`src/rtl/core/gaq_pkg.sv`:
```
// ============================================================================
// gaq_pkg
// Shared types and constants for the group absmax int8 quantizer.
// ============================================================================
package gaq_pkg;

    // Default number of samples in a full group.
    localparam int GROUP_LEN_DEF = 32;

    // Field widths.
    localparam int SAMPLE_W = 16;
    localparam int CFG_W    = 16;
    localparam int CFG_IDX_W = 1;
    localparam int QV_W     = 8;
    localparam int SCALE_W  = 25;
    localparam int MAG_W    = 16;

    // Serial divider geometry.
    localparam int DIV_W    = MAG_W + 1;
    localparam int SHIFT_W  = SCALE_W;
    localparam int STEP_W   = 5;
    localparam int NUM_W    = 24;

    // The scale is floor((m * 2^17 + 127) / 254): 25 quotient bits.
    localparam logic [STEP_W-1:0] SCALE_STEPS = STEP_W'(25);
    localparam logic [DIV_W-1:0]  SCALE_DIVISOR = DIV_W'(254);
    localparam logic [16:0]       SCALE_LOW = 17'd127;

    // A value is floor((254 * |x| + m) / (2 * m)): at most 127, 7 bits.
    localparam logic [STEP_W-1:0] VALUE_STEPS = STEP_W'(7);

    // Configuration register indexes.
    localparam logic [CFG_IDX_W-1:0] REG_ROW_LENGTH = 1'b0;
    localparam logic [CFG_IDX_W-1:0] REG_ROW_COUNT  = 1'b1;

    // Result kinds.
    localparam logic KIND_SCALE = 1'b0;
    localparam logic KIND_VALUE = 1'b1;

    typedef enum logic [2:0] {
        ST_IDLE,
        ST_SCALE,
        ST_READ,
        ST_LOAD,
        ST_DIV
    } gaq_state_t;

endpackage

```
`src/rtl/core/gaq_ram.sv`:
```
// ============================================================================
// gaq_ram
// Generic single-write, single-read memory with a registered read port.
// ============================================================================
module gaq_ram #(
    parameter int WIDTH = 16,
    parameter int DEPTH = 32
) (
    input  logic                     clk,
    input  logic                     wr_en,
    input  logic [$clog2(DEPTH)-1:0] wr_addr,
    input  logic [WIDTH-1:0]         wr_data,
    input  logic                     rd_en,
    input  logic [$clog2(DEPTH)-1:0] rd_addr,
    output logic [WIDTH-1:0]         rd_data
);

    logic [WIDTH-1:0] mem_reg [DEPTH];
    logic [WIDTH-1:0] rd_data_reg;

    always_ff @(posedge clk)
    begin
        if (wr_en)
        begin
            mem_reg[wr_addr] <= wr_data;
        end
        if (rd_en)
        begin
            rd_data_reg <= mem_reg[rd_addr];
        end
    end

    assign rd_data = rd_data_reg;

endmodule

```
`src/rtl/core/gaq_div.sv`:
```
// ============================================================================
// gaq_div
// Restoring divider that produces one quotient bit per cycle.
// ============================================================================
module gaq_div
    import gaq_pkg::*;
(
    input  logic               clk,
    input  logic               rst_n,
    input  logic               start,
    input  logic [DIV_W-1:0]   rem_init,
    input  logic [SHIFT_W-1:0] bits_init,
    input  logic [DIV_W-1:0]   divisor,
    input  logic [STEP_W-1:0]  steps,
    output logic               busy,
    output logic [SHIFT_W-1:0] quotient
);

    logic [STEP_W-1:0]  count_reg;
    logic [STEP_W-1:0]  count_next;
    logic [DIV_W-1:0]   rem_reg;
    logic [DIV_W-1:0]   rem_next;
    logic [SHIFT_W-1:0] bits_reg;
    logic [SHIFT_W-1:0] bits_next;
    logic [SHIFT_W-1:0] quot_reg;
    logic [SHIFT_W-1:0] quot_next;
    logic [DIV_W-1:0]   divisor_reg;
    logic [DIV_W-1:0]   divisor_next;
    logic [DIV_W:0]     trial;
    logic [DIV_W+1:0]   diff;
    logic               qbit;

    // The caller preloads a remainder below the divisor, so one subtract
    // per step is enough.
    assign trial = {rem_reg, bits_reg[SHIFT_W-1]};
    assign diff  = {1'b0, trial} - {2'b00, divisor_reg};
    assign qbit  = ~diff[DIV_W+1];

    always_comb
    begin
        count_next   = count_reg;
        rem_next     = rem_reg;
        bits_next    = bits_reg;
        quot_next    = quot_reg;
        divisor_next = divisor_reg;
        if (start)
        begin
            count_next   = steps;
            rem_next     = rem_init;
            bits_next    = bits_init;
            quot_next    = '0;
            divisor_next = divisor;
        end
        else if (count_reg != '0)
        begin
            count_next = count_reg - STEP_W'(1);
            rem_next   = qbit ? diff[DIV_W-1:0] : trial[DIV_W-1:0];
            bits_next  = {bits_reg[SHIFT_W-2:0], 1'b0};
            quot_next  = {quot_reg[SHIFT_W-2:0], qbit};
        end
    end

    always_ff @(posedge clk or negedge rst_n)
    begin
        if (!rst_n)
        begin
            count_reg <= '0;
        end
        else
        begin
            count_reg <= count_next;
        end
    end

    always_ff @(posedge clk)
    begin
        rem_reg     <= rem_next;
        bits_reg    <= bits_next;
        quot_reg    <= quot_next;
        divisor_reg <= divisor_next;
    end

    assign busy     = (count_reg != '0);
    assign quotient = quot_reg;

endmodule

```
`src/rtl/core/group_absmax_int8_quantizer_unit.sv`:
```
// ============================================================================
// group_absmax_int8_quantizer_unit
// Groupwise absmax int8 quantizer: buffers a group of samples, then emits
// the group scale and one int8 value per sample.
// ============================================================================
//
//  Channel  Signals                                   Direction  Beat
//  input    in_valid, in_stall, sample                in         one sample
//  output   out_valid, out_stall, kind, int8_value,   out        one result
//           scale, last_of_group, last_of_tensor
//  config   cfg_we, cfg_index, cfg_data               in         one register
//
//  A sample that does not close its group is only buffered; input stays open.
//  A closing sample starts the scale: 25 divider steps, then a hand-off to
//  the output register. Each value then passes through a buffer read, a
//  divider load, 7 divider steps and a hand-off; the serial divider paces it.
//  Input is stalled from a group's close until its last value is handed off.
//  A stalled output holds its beat; the divider waits for the slot to free.
//  Reset clears all counters and positions; config registers reset to 1.
//
module group_absmax_int8_quantizer_unit
    import gaq_pkg::*;
#(
    parameter int GROUP_LEN = GROUP_LEN_DEF
) (
    input  logic                       clk,
    input  logic                       rst_n,

    input  logic                       in_valid,
    output logic                       in_stall,
    input  logic signed [SAMPLE_W-1:0] sample,

    output logic                       out_valid,
    input  logic                       out_stall,
    output logic                       kind,
    output logic signed [QV_W-1:0]     int8_value,
    output logic [SCALE_W-1:0]         scale,
    output logic                       last_of_group,
    output logic                       last_of_tensor,

    input  logic                       cfg_we,
    input  logic [CFG_IDX_W-1:0]       cfg_index,
    input  logic [CFG_W-1:0]           cfg_data
);

    localparam int FILL_W = $clog2(GROUP_LEN + 1);
    localparam int ADDR_W = $clog2(GROUP_LEN);

    gaq_state_t state_reg;
    gaq_state_t state_next;

    logic [FILL_W-1:0] fill_reg;
    logic [FILL_W-1:0] fill_next;
    logic [MAG_W-1:0]  max_reg;
    logic [MAG_W-1:0]  max_next;
    logic [CFG_W-1:0]  col_reg;
    logic [CFG_W-1:0]  col_next;
    logic [CFG_W-1:0]  row_reg;
    logic [CFG_W-1:0]  row_next;
    logic [CFG_W-1:0]  row_length_reg;
    logic [CFG_W-1:0]  row_length_next;
    logic [CFG_W-1:0]  row_count_reg;
    logic [CFG_W-1:0]  row_count_next;
    logic [FILL_W-1:0] count_reg;
    logic [FILL_W-1:0] count_next;
    logic [FILL_W-1:0] idx_reg;
    logic [FILL_W-1:0] idx_next;
    logic              tensor_end_reg;
    logic              tensor_end_next;
    logic              out_valid_reg;
    logic              out_valid_next;

    logic [MAG_W-1:0]  m_reg;
    logic [MAG_W-1:0]  m_next;
    logic              neg_reg;
    logic              neg_next;
    logic              out_kind_reg;
    logic              out_kind_next;
    logic [QV_W-1:0]   out_qv_reg;
    logic [QV_W-1:0]   out_qv_next;
    logic [SCALE_W-1:0] out_scale_reg;
    logic [SCALE_W-1:0] out_scale_next;
    logic              out_log_reg;
    logic              out_log_next;
    logic              out_lot_reg;
    logic              out_lot_next;

    logic              accept;
    logic              out_free;
    logic [MAG_W-1:0]  sample_mag;
    logic [MAG_W-1:0]  new_max;
    logic [MAG_W-1:0]  new_m;
    logic [FILL_W-1:0] fill_inc;
    logic [CFG_W:0]    eff_length;
    logic [CFG_W:0]    eff_count;
    logic              row_end;
    logic              tensor_end;
    logic              group_end;
    logic              last_value;

    logic                ram_rd_en;
    logic [SAMPLE_W-1:0] ram_rd_data;
    logic [MAG_W-1:0]    rd_mag;
    logic [NUM_W-1:0]    value_num;
    logic [QV_W-1:0]     qmag;

    logic               div_start;
    logic [DIV_W-1:0]   div_rem_init;
    logic [SHIFT_W-1:0] div_bits_init;
    logic [DIV_W-1:0]   div_divisor;
    logic [STEP_W-1:0]  div_steps;
    logic               div_busy;
    logic [SHIFT_W-1:0] div_quotient;

    // ------------------------------------------------------------------
    // Input side: magnitude, running max and row bookkeeping.
    // ------------------------------------------------------------------
    assign in_stall = (state_reg != ST_IDLE);
    assign accept   = in_valid && !in_stall;
    assign out_free = !out_valid_reg || !out_stall;

    // The most negative sample maps to 0x8000, which is its true magnitude.
    assign sample_mag = sample[SAMPLE_W-1] ? MAG_W'(~sample + 1'b1) : MAG_W'(sample);
    assign new_max    = (sample_mag > max_reg) ? sample_mag : max_reg;
    assign new_m      = (new_max == '0) ? MAG_W'(1) : new_max;
    assign fill_inc   = fill_reg + FILL_W'(1);

    // A zero register counts as 65536.
    assign eff_length = {(row_length_reg == '0), row_length_reg};
    assign eff_count  = {(row_count_reg == '0), row_count_reg};
    assign row_end    = ({1'b0, col_reg} + (CFG_W+1)'(1)) >= eff_length;
    assign tensor_end = row_end && (({1'b0, row_reg} + (CFG_W+1)'(1)) >= eff_count);
    assign group_end  = row_end || (fill_inc >= FILL_W'(GROUP_LEN));

    // ------------------------------------------------------------------
    // Output side: dividend for one value from the buffered sample.
    // ------------------------------------------------------------------
    assign rd_mag    = ram_rd_data[SAMPLE_W-1] ? MAG_W'(~ram_rd_data + 1'b1)
                                               : MAG_W'(ram_rd_data);
    // 254 * |x| + m; it stays below 128 * (2 * m), so seven steps suffice.
    assign value_num = {rd_mag, 8'b0} - {7'b0, rd_mag, 1'b0} + {8'b0, m_reg};
    assign qmag      = {1'b0, div_quotient[QV_W-2:0]};
    assign last_value = ((idx_reg + FILL_W'(1)) == count_reg);

    gaq_ram #(
        .WIDTH (SAMPLE_W),
        .DEPTH (GROUP_LEN)
    ) u_buffer (
        .clk     (clk),
        .wr_en   (accept),
        .wr_addr (fill_reg[ADDR_W-1:0]),
        .wr_data (sample),
        .rd_en   (ram_rd_en),
        .rd_addr (idx_reg[ADDR_W-1:0]),
        .rd_data (ram_rd_data)
    );

    gaq_div u_div (
        .clk       (clk),
        .rst_n     (rst_n),
        .start     (div_start),
        .rem_init  (div_rem_init),
        .bits_init (div_bits_init),
        .divisor   (div_divisor),
        .steps     (div_steps),
        .busy      (div_busy),
        .quotient  (div_quotient)
    );

    // ------------------------------------------------------------------
    // Sequencer and datapath next state.
    // ------------------------------------------------------------------
    always_comb
    begin
        state_next      = state_reg;
        fill_next       = fill_reg;
        max_next        = max_reg;
        col_next        = col_reg;
        row_next        = row_reg;
        row_length_next = row_length_reg;
        row_count_next  = row_count_reg;
        count_next      = count_reg;
        idx_next        = idx_reg;
        tensor_end_next = tensor_end_reg;
        out_valid_next  = out_valid_reg && out_stall;
        m_next          = m_reg;
        neg_next        = neg_reg;
        out_kind_next   = out_kind_reg;
        out_qv_next     = out_qv_reg;
        out_scale_next  = out_scale_reg;
        out_log_next    = out_log_reg;
        out_lot_next    = out_lot_reg;
        ram_rd_en       = 1'b0;
        div_start       = 1'b0;
        div_rem_init    = value_num[NUM_W-1:7];
        div_bits_init   = {value_num[6:0], (SHIFT_W-7)'(0)};
        div_divisor     = {m_reg, 1'b0};
        div_steps       = VALUE_STEPS;

        if (cfg_we)
        begin
            case (cfg_index)
                REG_ROW_LENGTH: row_length_next = cfg_data;
                REG_ROW_COUNT:  row_count_next  = cfg_data;
                default:        ;
            endcase
        end

        case (state_reg)
            ST_IDLE:
            begin
                if (accept)
                begin
                    col_next = row_end ? '0 : col_reg + CFG_W'(1);
                    if (row_end)
                    begin
                        row_next = tensor_end ? '0 : row_reg + CFG_W'(1);
                    end
                    if (group_end)
                    begin
                        fill_next       = '0;
                        max_next        = '0;
                        count_next      = fill_inc;
                        tensor_end_next = tensor_end;
                        m_next          = new_m;
                        // Dividend m * 2^17 + 127, split so the first
                        // remainder is already below 254.
                        div_start     = 1'b1;
                        div_rem_init  = DIV_W'(new_m[MAG_W-1:8]);
                        div_bits_init = {new_m[7:0], SCALE_LOW};
                        div_divisor   = SCALE_DIVISOR;
                        div_steps     = SCALE_STEPS;
                        state_next    = ST_SCALE;
                    end
                    else
                    begin
                        fill_next = fill_inc;
                        max_next  = new_max;
                    end
                end
            end

            ST_SCALE:
            begin
                if (!div_busy && out_free)
                begin
                    out_valid_next = 1'b1;
                    out_kind_next  = KIND_SCALE;
                    out_qv_next    = '0;
                    out_scale_next = div_quotient[SCALE_W-1:0];
                    out_log_next   = 1'b0;
                    out_lot_next   = 1'b0;
                    idx_next       = '0;
                    state_next     = ST_READ;
                end
            end

            ST_READ:
            begin
                ram_rd_en  = 1'b1;
                state_next = ST_LOAD;
            end

            ST_LOAD:
            begin
                div_start  = 1'b1;
                neg_next   = ram_rd_data[SAMPLE_W-1];
                state_next = ST_DIV;
            end

            ST_DIV:
            begin
                if (!div_busy && out_free)
                begin
                    out_valid_next = 1'b1;
                    out_kind_next  = KIND_VALUE;
                    out_qv_next    = neg_reg ? QV_W'(-qmag) : qmag;
                    out_scale_next = '0;
                    out_log_next   = last_value;
                    out_lot_next   = last_value && tensor_end_reg;
                    if (last_value)
                    begin
                        state_next = ST_IDLE;
                    end
                    else
                    begin
                        idx_next   = idx_reg + FILL_W'(1);
                        state_next = ST_READ;
                    end
                end
            end

            default:
            begin
                state_next = ST_IDLE;
            end
        endcase
    end

    always_ff @(posedge clk or negedge rst_n)
    begin
        if (!rst_n)
        begin
            state_reg      <= ST_IDLE;
            fill_reg       <= '0;
            max_reg        <= '0;
            col_reg        <= '0;
            row_reg        <= '0;
            row_length_reg <= CFG_W'(1);
            row_count_reg  <= CFG_W'(1);
            count_reg      <= '0;
            idx_reg        <= '0;
            tensor_end_reg <= 1'b0;
            out_valid_reg  <= 1'b0;
        end
        else
        begin
            state_reg      <= state_next;
            fill_reg       <= fill_next;
            max_reg        <= max_next;
            col_reg        <= col_next;
            row_reg        <= row_next;
            row_length_reg <= row_length_next;
            row_count_reg  <= row_count_next;
            count_reg      <= count_next;
            idx_reg        <= idx_next;
            tensor_end_reg <= tensor_end_next;
            out_valid_reg  <= out_valid_next;
        end
    end

    always_ff @(posedge clk)
    begin
        m_reg         <= m_next;
        neg_reg       <= neg_next;
        out_kind_reg  <= out_kind_next;
        out_qv_reg    <= out_qv_next;
        out_scale_reg <= out_scale_next;
        out_log_reg   <= out_log_next;
        out_lot_reg   <= out_lot_next;
    end

    assign out_valid      = out_valid_reg;
    assign kind           = out_kind_reg;
    assign int8_value     = out_qv_reg;
    assign scale          = out_scale_reg;
    assign last_of_group  = out_log_reg;
    assign last_of_tensor = out_lot_reg;

endmodule
```
`config.mk`:
```
export PLATFORM = sky130hd
export DESIGN_NAME = group_absmax_int8_quantizer_unit
export DESIGN_NICKNAME = d
export VERILOG_FILES = /design/src/rtl/core/gaq_pkg.sv /design/src/rtl/core/gaq_ram.sv /design/src/rtl/core/gaq_div.sv /design/src/rtl/core/group_absmax_int8_quantizer_unit.sv
export SDC_FILE = /design/constraint.sdc
export NUM_CORES = 1
export LEC_CHECK = 0
export ABC_AREA = 1
export ABC_CLOCK_PERIOD_IN_PS = 5030
export BUFFER_PORTS_ARGS = -buffer_cell sky130_fd_sc_hd__buf_4
export CORE_AREA = 2 2 251 253
export CTS_BUF_LIST = sky130_fd_sc_hd__clkbuf_4 sky130_fd_sc_hd__clkbuf_8 sky130_fd_sc_hd__clkbuf_16
export CTS_CLUSTER_SIZE = 12
export DETAILED_ROUTE_END_ITERATION = 7
export DIE_AREA = 0 0 253 255
export GPL_TIMING_DRIVEN = 0
export PLACE_DENSITY = 0.7
export SLEW_MARGIN = 15
export SYNTH_ARGS = -nofsm -noshare
export SYNTH_HDL_FRONTEND = slang
export SYNTH_SLANG_ARGS = --single-unit
```
`constraint.sdc`:
```
create_clock -name clk -period 5.03 [get_ports clk]
set_input_delay 1.006 -clock clk [delete_from_list [all_inputs] [get_ports clk]]
set_output_delay 1.006 -clock clk [all_outputs]
set_load 0.02 [all_outputs]
```
==> summary.md, run 1 <==
| Metric | Value |
|---|---|
| IO Count | 76 |
| Mean Syn Cell Area | 10.5 µm² |
| CORE AREA | just over 60,000 µm² |
| Crit Path Category | reg -> reg |
| Power Density | roughly 530 nW/µm² |
| Post-CTS Setup Bufs | 0 |
| Full die area | 64,500 µm² |
| Min Hold Slack | 0.461 ns |
| Initial Util | a little under three fifths |
| Initial antenna violation count | 0 |
| Total GRT Usage | 32.3% |
| Reg power frac | between 30% and 40% |
| P_leak | about 16 nW |
| CP max FO | 28 |
| Period utilisation layout | between 80 and 90% |
| Int Pwr | ~14 mW |
| Number of synthesized flops with an enable pin | approximately 640 |
| Clock Latency Late Sink | roughly 0.66 ns |
| Max-slew violations | 0 |
| Die X | 253 µm |
| Comb pwr share | around a third |
| Relative slew margins | 31.3% |
| Cell variety after synth | between 50 and 60 |
| Layout net count | 3,726 |
| Required @ worst endpoint | 5.35 ns |
| Bufs on Longest Clock Path | 3 |
| Synth Register Bits | around 770 |
| Hold Crit Class | reg -> reg |
| Port-buffer cells | 75 |
| DR iter-0 viols | around 3,100 |
| Synth warn | 0 |
| Layout cells sized above 1 | under 10% |
| Yosys top cell by area | edfxtp_1 |
| Reg-to-Reg Start | col_reg[0] |
| CTS tree | built |
| Fmax | 224 MHz |
| Worst-path clk slew | 0.06 ns |
| Placed Instances | 4,285 |
| Post-synthesis sequential area ratio | a little over three fifths |
| Synth Cell Area | approximately 36,000 µm² |
| Cells after synthesis | ~3,400 |
| Area share of the largest cell type after synthesis | 54.0% |
| Worst setup path endpoint | u_div.bits_reg[22] |
| Hold-fix buffers, CTS | 0 |
| P_sw | around 8.0 mW |
| TritonCTS Buffers | 83 |
| Largest net degree at the start of global routing | ~110 |
| Rows | 92 |
| Most common cell in the synthesized netlist | edfxtp_1 |
| Worst Max-Slew Pin Slew | 1.03 ns |
| Crit path launch | col_reg[0] |
| Final Non-Filler Cells | 4,422 |
| Unrepaired setup endpoints after global routing | no |
| Status | complete, but fails checks |
| Area of the multi-input gates | between 10,000 and 15,000 µm² |
| H-Tree Depth | 3 |
| Via/cell ratio | between 6 and 7 |
| R2R cell count | 24 |
| Die Height | approximately 260 µm |
| Failing checks | design-rule violations |
| GRT overflow | 0 |
| Antenna cells | 0 |
| Synth area leaders | edfxtp_1, dfrtp_1, o21ai_0 |
| Sw Share | roughly 37% |
| Vias | between 20,000 and 30,000 |
| Clock period minus worst slack | 4.47 ns |
| R2r setup slk | approximately 0.56 ns |
| # setup viols final | 0 |
| Post-detail-place hpwl | 72,900 µm |
| Place WS | 0.334 ns |
| Fill count | 4,859 |
| Initial DRT Pass Iterations | 8 |
| Worst clock skew | 0.0388 ns |
| Async SR Flop Fraction | around 14% |
| WL/cell | between 20 and 25 µm |
| Top_reg_cell synth | edfxtp_1 |
| Setup ws final | between 0.5 and 0.6 ns |
| DRT antenna net count | 0 |
| Clock root buffer | clkbuf_16 |
| Max Cap Violations | 0 |
| First-pass GRT wire length | around 160,000 µm |
| Final core utilization | between 60 and 70% |
| Top cells by count, synth | edfxtp_1, nand2_1, o21ai_0 |
| Mapped Nets | roughly 3,500 |
| CP Capture Type | register |
| Flip-flop and latch area | around 22,000 µm² |
| Max reg flops | between 500 and 600 |
| DRC violations left | 1 |
| Critical path arrival | roughly 4.8 ns |
| Area Growth Syn to Fin | 13.5% |
| DRT Wirelength | 103,000 µm |
| Clock power frac | between 20 and 30% |
| CP startpoint kind | register |
| CTS sink cnt | ~770 |
| Vias in the first global route | 26,000 |
| Post-cts resize count | 0 |
| GPL Wtd Cong | 1.02 |
| Reg-to-Reg End | u_div.bits_reg[22] |
| Final Hold Fails | 0 |
| Max VDD drop | 333 µV |
| Pwr Total | approximately 21 mW |
## layer usage
metal / part of all wire (%) / global-route usage [%]
met3: 8.4 / 4.68
met1: 39 / 41.9
met2: 48 / 53.4
met5: 0 / 0
met4: 5.4 / 16.6
## cells in the final DEF (no fill, tap or decap), drive strengths merged, types with 3 or more instances in the layout
cell / n
a21o: 7
dfrtp: 106
clkbuf: 207
clkinv: 26
o31ai: 11
xnor2: 17
nor2: 477
o22ai: 170
nand2: 491
nand3: 118
nor3: 32
fa: 10
o21bai: 3
buf: 165
edfxtp: 639
xor2: 58
bufinv: 4
o211ai: 12
dfxtp: 25
or2: 15
nor4: 12
o21ai: 478
a21oi: 84
inv: 302
nand4: 19
ha: 107
o21a: 4
## logic make-up (layout without fill, tap and decap cells)
| kind of cell | count (synthesis) | count (layout) | synth area share [%] |
|---|---|---|---|
| AND/OR/NAND/NOR | 1172 | 1172 | 13.7 |
| AO/OA/AOI/OAI | 781 | 781 | 12.0 |
| flip-flops | 772 | 772 | 63.0 |
| buffers and inverters | 461 | 706 | 5.12 |
| adder cells (fa/ha/maj) | 117 | 117 | 4.33 |
| XOR/XNOR | 75 | 75 | 1.85 |
## critical path, stage by stage, from the launching register on
cell and delay, ns:
dfrtp_1 0.42, ha_1 0.24, nand4_1 0.16, nor2_1 0.19, nand3_1 0.12, nor2_1 0.18
nand2_1 0.10, nor2_1 0.13, inv_1 0.09, nor3_1 0.24, ha_1 0.24, nand2_1 0.08
inv_1 0.05, nand3_1 0.09, nor2_1 0.17, nand4_1 0.17, nand4_4 0.25, nor2_4 0.08
inv_4 0.14, nand2_8 0.09, nand2_4 0.14, nor2_8 0.07, buf_6 0.17, inv_2 0.26
buf_12 0.24
## power groups by stage
stage          sequential (mW)  combinational, mW  clock [mW]
6_report                  8.05               7.49        5.94
5_1_grt                   8.11               8.27        6.25
3_5_place_dp              8.17               7.34           0
2_1_floorplan             8.14               4.85           0
3_3_place_gp              8.18               7.07           0
4_1_cts                   8.05               7.39        5.99
## per-stage QoR
step	setup TNS, ns	cell area (µm²)
after global routing	0	40300
after global placement	-4.42	37100
after detailed placement	0	37700
after CTS	0	40300
after floorplan	0	35500
final	0	40300
## worst min path at each step
stage                        from                 end  slack, ns  cells past startpoint
2_1_floorplan  u_div.quotient[10]  u_div.quotient[10]       0.43                      2
3_3_place_gp    u_div.quotient[8]   u_div.quotient[8]       0.44                      2
3_5_place_dp   u_div.quotient[20]  u_div.quotient[20]       0.45                      2
4_1_cts        u_div.quotient[20]  u_div.quotient[20]       0.46                      2
5_1_grt        u_div.quotient[23]  u_div.quotient[23]       0.48                      2
6_report       u_div.quotient[10]  u_div.quotient[10]       0.46                      2
## cell type report
| type | instances | share of cell area [%] |
|---|---|---|
| sequential | 772 | 55.5 |
| tap | 799 | 2.48 |
| clock buffer | 104 | 5.69 |
| timing repair buffer | 108 | 2.58 |
| clock inverter | 33 | 0.850 |
| buffer | 160 | 1.70 |
| inverter | 301 | 2.81 |
| multi-input combinational | 2145 | 28.4 |
(Power assumes the default switching activity.)
==> inputs of run 2 (changes only) <==
Settings changed: ABC_CLOCK_PERIOD_IN_PS 5030 to 5110, MAX_ROUTING_LAYER set to met4.
Clock period 5.03 ns to 5.11 ns, I/O delays scaled along.
==> run 2 against run 1 <==
  * The run now ends clean
  * Critical path depth decreased by 5
  * Final area about the same
  * Combinational power decreased by 2%
  * Critical endpoint is now u_div.rem_reg[15]
==> summary.md, run 2 (synthesis gave the netlist of run 1 again) <==
| Metric | Value |
|---|---|
| Status | finished, final reports clean |
| Die Height | ~260 µm |
| Vias in the first global route | roughly 26,000 |
| R2R cell count | 19 |
| Clock period minus worst slack | 4.53 ns |
| # setup viols final | 0 |
| GPL Wtd Cong | 0.984 |
| Critical path arrival | around 4.9 ns |
| Rows | 92 |
| Die X | roughly 250 µm |
| DRT Wirelength | between 100,000 and 150,000 µm |
| Pwr Total | between 20 and 25 mW |
| Place WS | 0.524 ns |
| Hold Crit Class | reg -> reg |
| Max layer used | met4 |
| P_leak | around 16 nW |
| Hold Crit Depth | 2 |
| Initial Util | 57.2% |
| Leading cell type in the layout, fill and taps excluded | edfxtp_1 |
| Layout net count | around 3,700 |
| Layout cells sized above 1 | between 10% and 20% |
| TritonCTS Buffers | 82 |
| M1 wire length | around 40,000 µm |
| Min Hold Slack | between 0.4 and 0.5 ns |
| Hold-fix buffers, CTS | 0 |
| Setup ws final | roughly 0.58 ns |
| Full die area | ~65,000 µm² |
| IO Count | 76 |
| CTS tree | built |
| Worst clock skew | around 0.030 ns |
| Post-CTS Setup Bufs | 0 |
| Initial antenna violation count | 0 |
| Area Growth Syn to Fin | 13.4% |
| Power Density | approximately 520 nW/µm² |
| Vias | between 20,000 and 30,000 |
| Bufs on Longest Clock Path | 3 |
| Via/cell ratio | between 5 and 6 |
| Crit Path Category | reg -> reg |
| Final Hold Fails | 0 |
| Max Cap Violations | 0 |
| Max VDD drop | 320 µV |
| Relative slew margins | about a third |
| CTS sink cnt | ~770 |
| WL/cell | 23.3 µm |
| Clock Latency Late Sink | ~0.64 ns |
| Most frequent cells in the layout | edfxtp_1, nand2_1, o21ai_0, nor2_1, inv_1 |
| Max-slew violations | 0 |
| WL met2 | around 49,000 µm |
| CP startpoint kind | register |
| Antenna cells | 0 |
| Max reg flops | 512 |
| CP Capture Type | register |
| Clock root buffer | clkbuf_16 |
| Total GRT Usage | between 30% and 40% |
| DR iter-0 viols | around 2,700 |
| Period utilisation layout | 88.7% |
| Port-buffer cells | 75 |
| Unrepaired setup endpoints after global routing | no |
| Met3 routed WL | roughly 8300 µm |
| Post-detail-place hpwl | between 70,000 and 80,000 µm |
| Final core utilization | between 60% and 70% |
| Initial DRT Pass Iterations | 8 |
| Setup TNS | 0 ns |
| Largest net degree at the start of global routing | between 100 and 150 |
| Worst-path clk slew | about 0.060 ns |
| Fmax | roughly 220 MHz |
| CP max FO | 5 |
| DRT antenna net count | 0 |
| Post-cts resize count | 0 |
| First-pass GRT wire length | between 150,000 and 200,000 µm |
| Required @ worst endpoint | roughly 5.5 ns |
| GRT overflow | 0 |
| Worst Max-Slew Pin Slew | about 1 ns |
| DRC violations left | 0 |
| CORE AREA | 62,200 µm² |
| H-Tree Depth | 3 |
-- run 2: cell count changes in the layout (fill, tap and decap cells not counted), moves of 2 or more --
| cell | change |
|---|---|
| clkbuf_8 | +5 |
| clkbuf_16 | -3 |
| buf_6 | -2 |
| clkinv_2 | -3 |
| buf_8 | +2 |
| clkinv_1 | -8 |
| clkbuf_4 | +7 |
| bufinv_16 | -2 |
-- run 2: per-stage QoR --
stage	cell area [µm²]	std cells
after floorplan	35500	3378
after global placement	37100	4252
after detailed placement	37700	4286
after CTS	40300	4421
after global routing	40300	4421
final	40300	4421
-- run 2: worst max-delay path, cell delays in order, from the launching register on --
cell	delay [ns]
edfxtp_1	0.45
inv_1	0.16
ha_1	0.16
inv_1	0.06
nor3_1	0.17
nand2_1	0.10
nor2_1	0.14
nand2_1	0.10
o21ai_0	0.21
xor2_1	0.39
fa_1	0.51
ha_1	0.37
a21oi_1	0.24
o21ai_0	0.17
a211oi_1	0.28
nand3_1	0.22
nand2_1	0.10
nand2_1	0.06
o21ai_0	0.25
nand2_1	0.09
-- run 2: metal layers --
metal	GRT usage, %	up-vias
met5	-	-
met4	16.0	0
met3	4.23	261
met2	53.9	1252
met1	41.9	12800
li1	-	12200
-- run 2: path summary, 6_finish.rpt --
path                                      from           endpoint  slack [ns]
max                        u_buffer.rd_data[0]  u_div.rem_reg[15]        0.58
max in group asynchronous                rst_n          out_valid        3.91
max reg2reg                u_buffer.rd_data[0]  u_div.rem_reg[15]        0.58
min reg2reg                  u_div.quotient[9]  u_div.quotient[9]        0.46
min                          u_div.quotient[9]  u_div.quotient[9]        0.46
min in group asynchronous                rst_n   row_count_reg[4]        0.54
-- run 2: cell type report --
| class | instances | area, µm² |
|---|---|---|
| Sequential cell | 772 | 22400 |
| Fill cell | 4902 | 21900 |
| Multi-Input combinational cell | 2145 | 11400 |
| Clock buffer | 113 | 2340 |
| Inverter | 301 | 1130 |
| Timing Repair Buffer | 109 | 1050 |
| Tap cell | 799 | 1000 |
| Buffer | 160 | 686 |
| Clock inverter | 22 | 259 |
-- run 2: where the power goes --
part           internal [mW]  total [mW]  switching, mW  leakage, nW
sequential              7.62        7.93          0.311         7.33
combinational           2.31        7.37           5.06         6.89
clock                   3.32        5.75           2.44         1.29
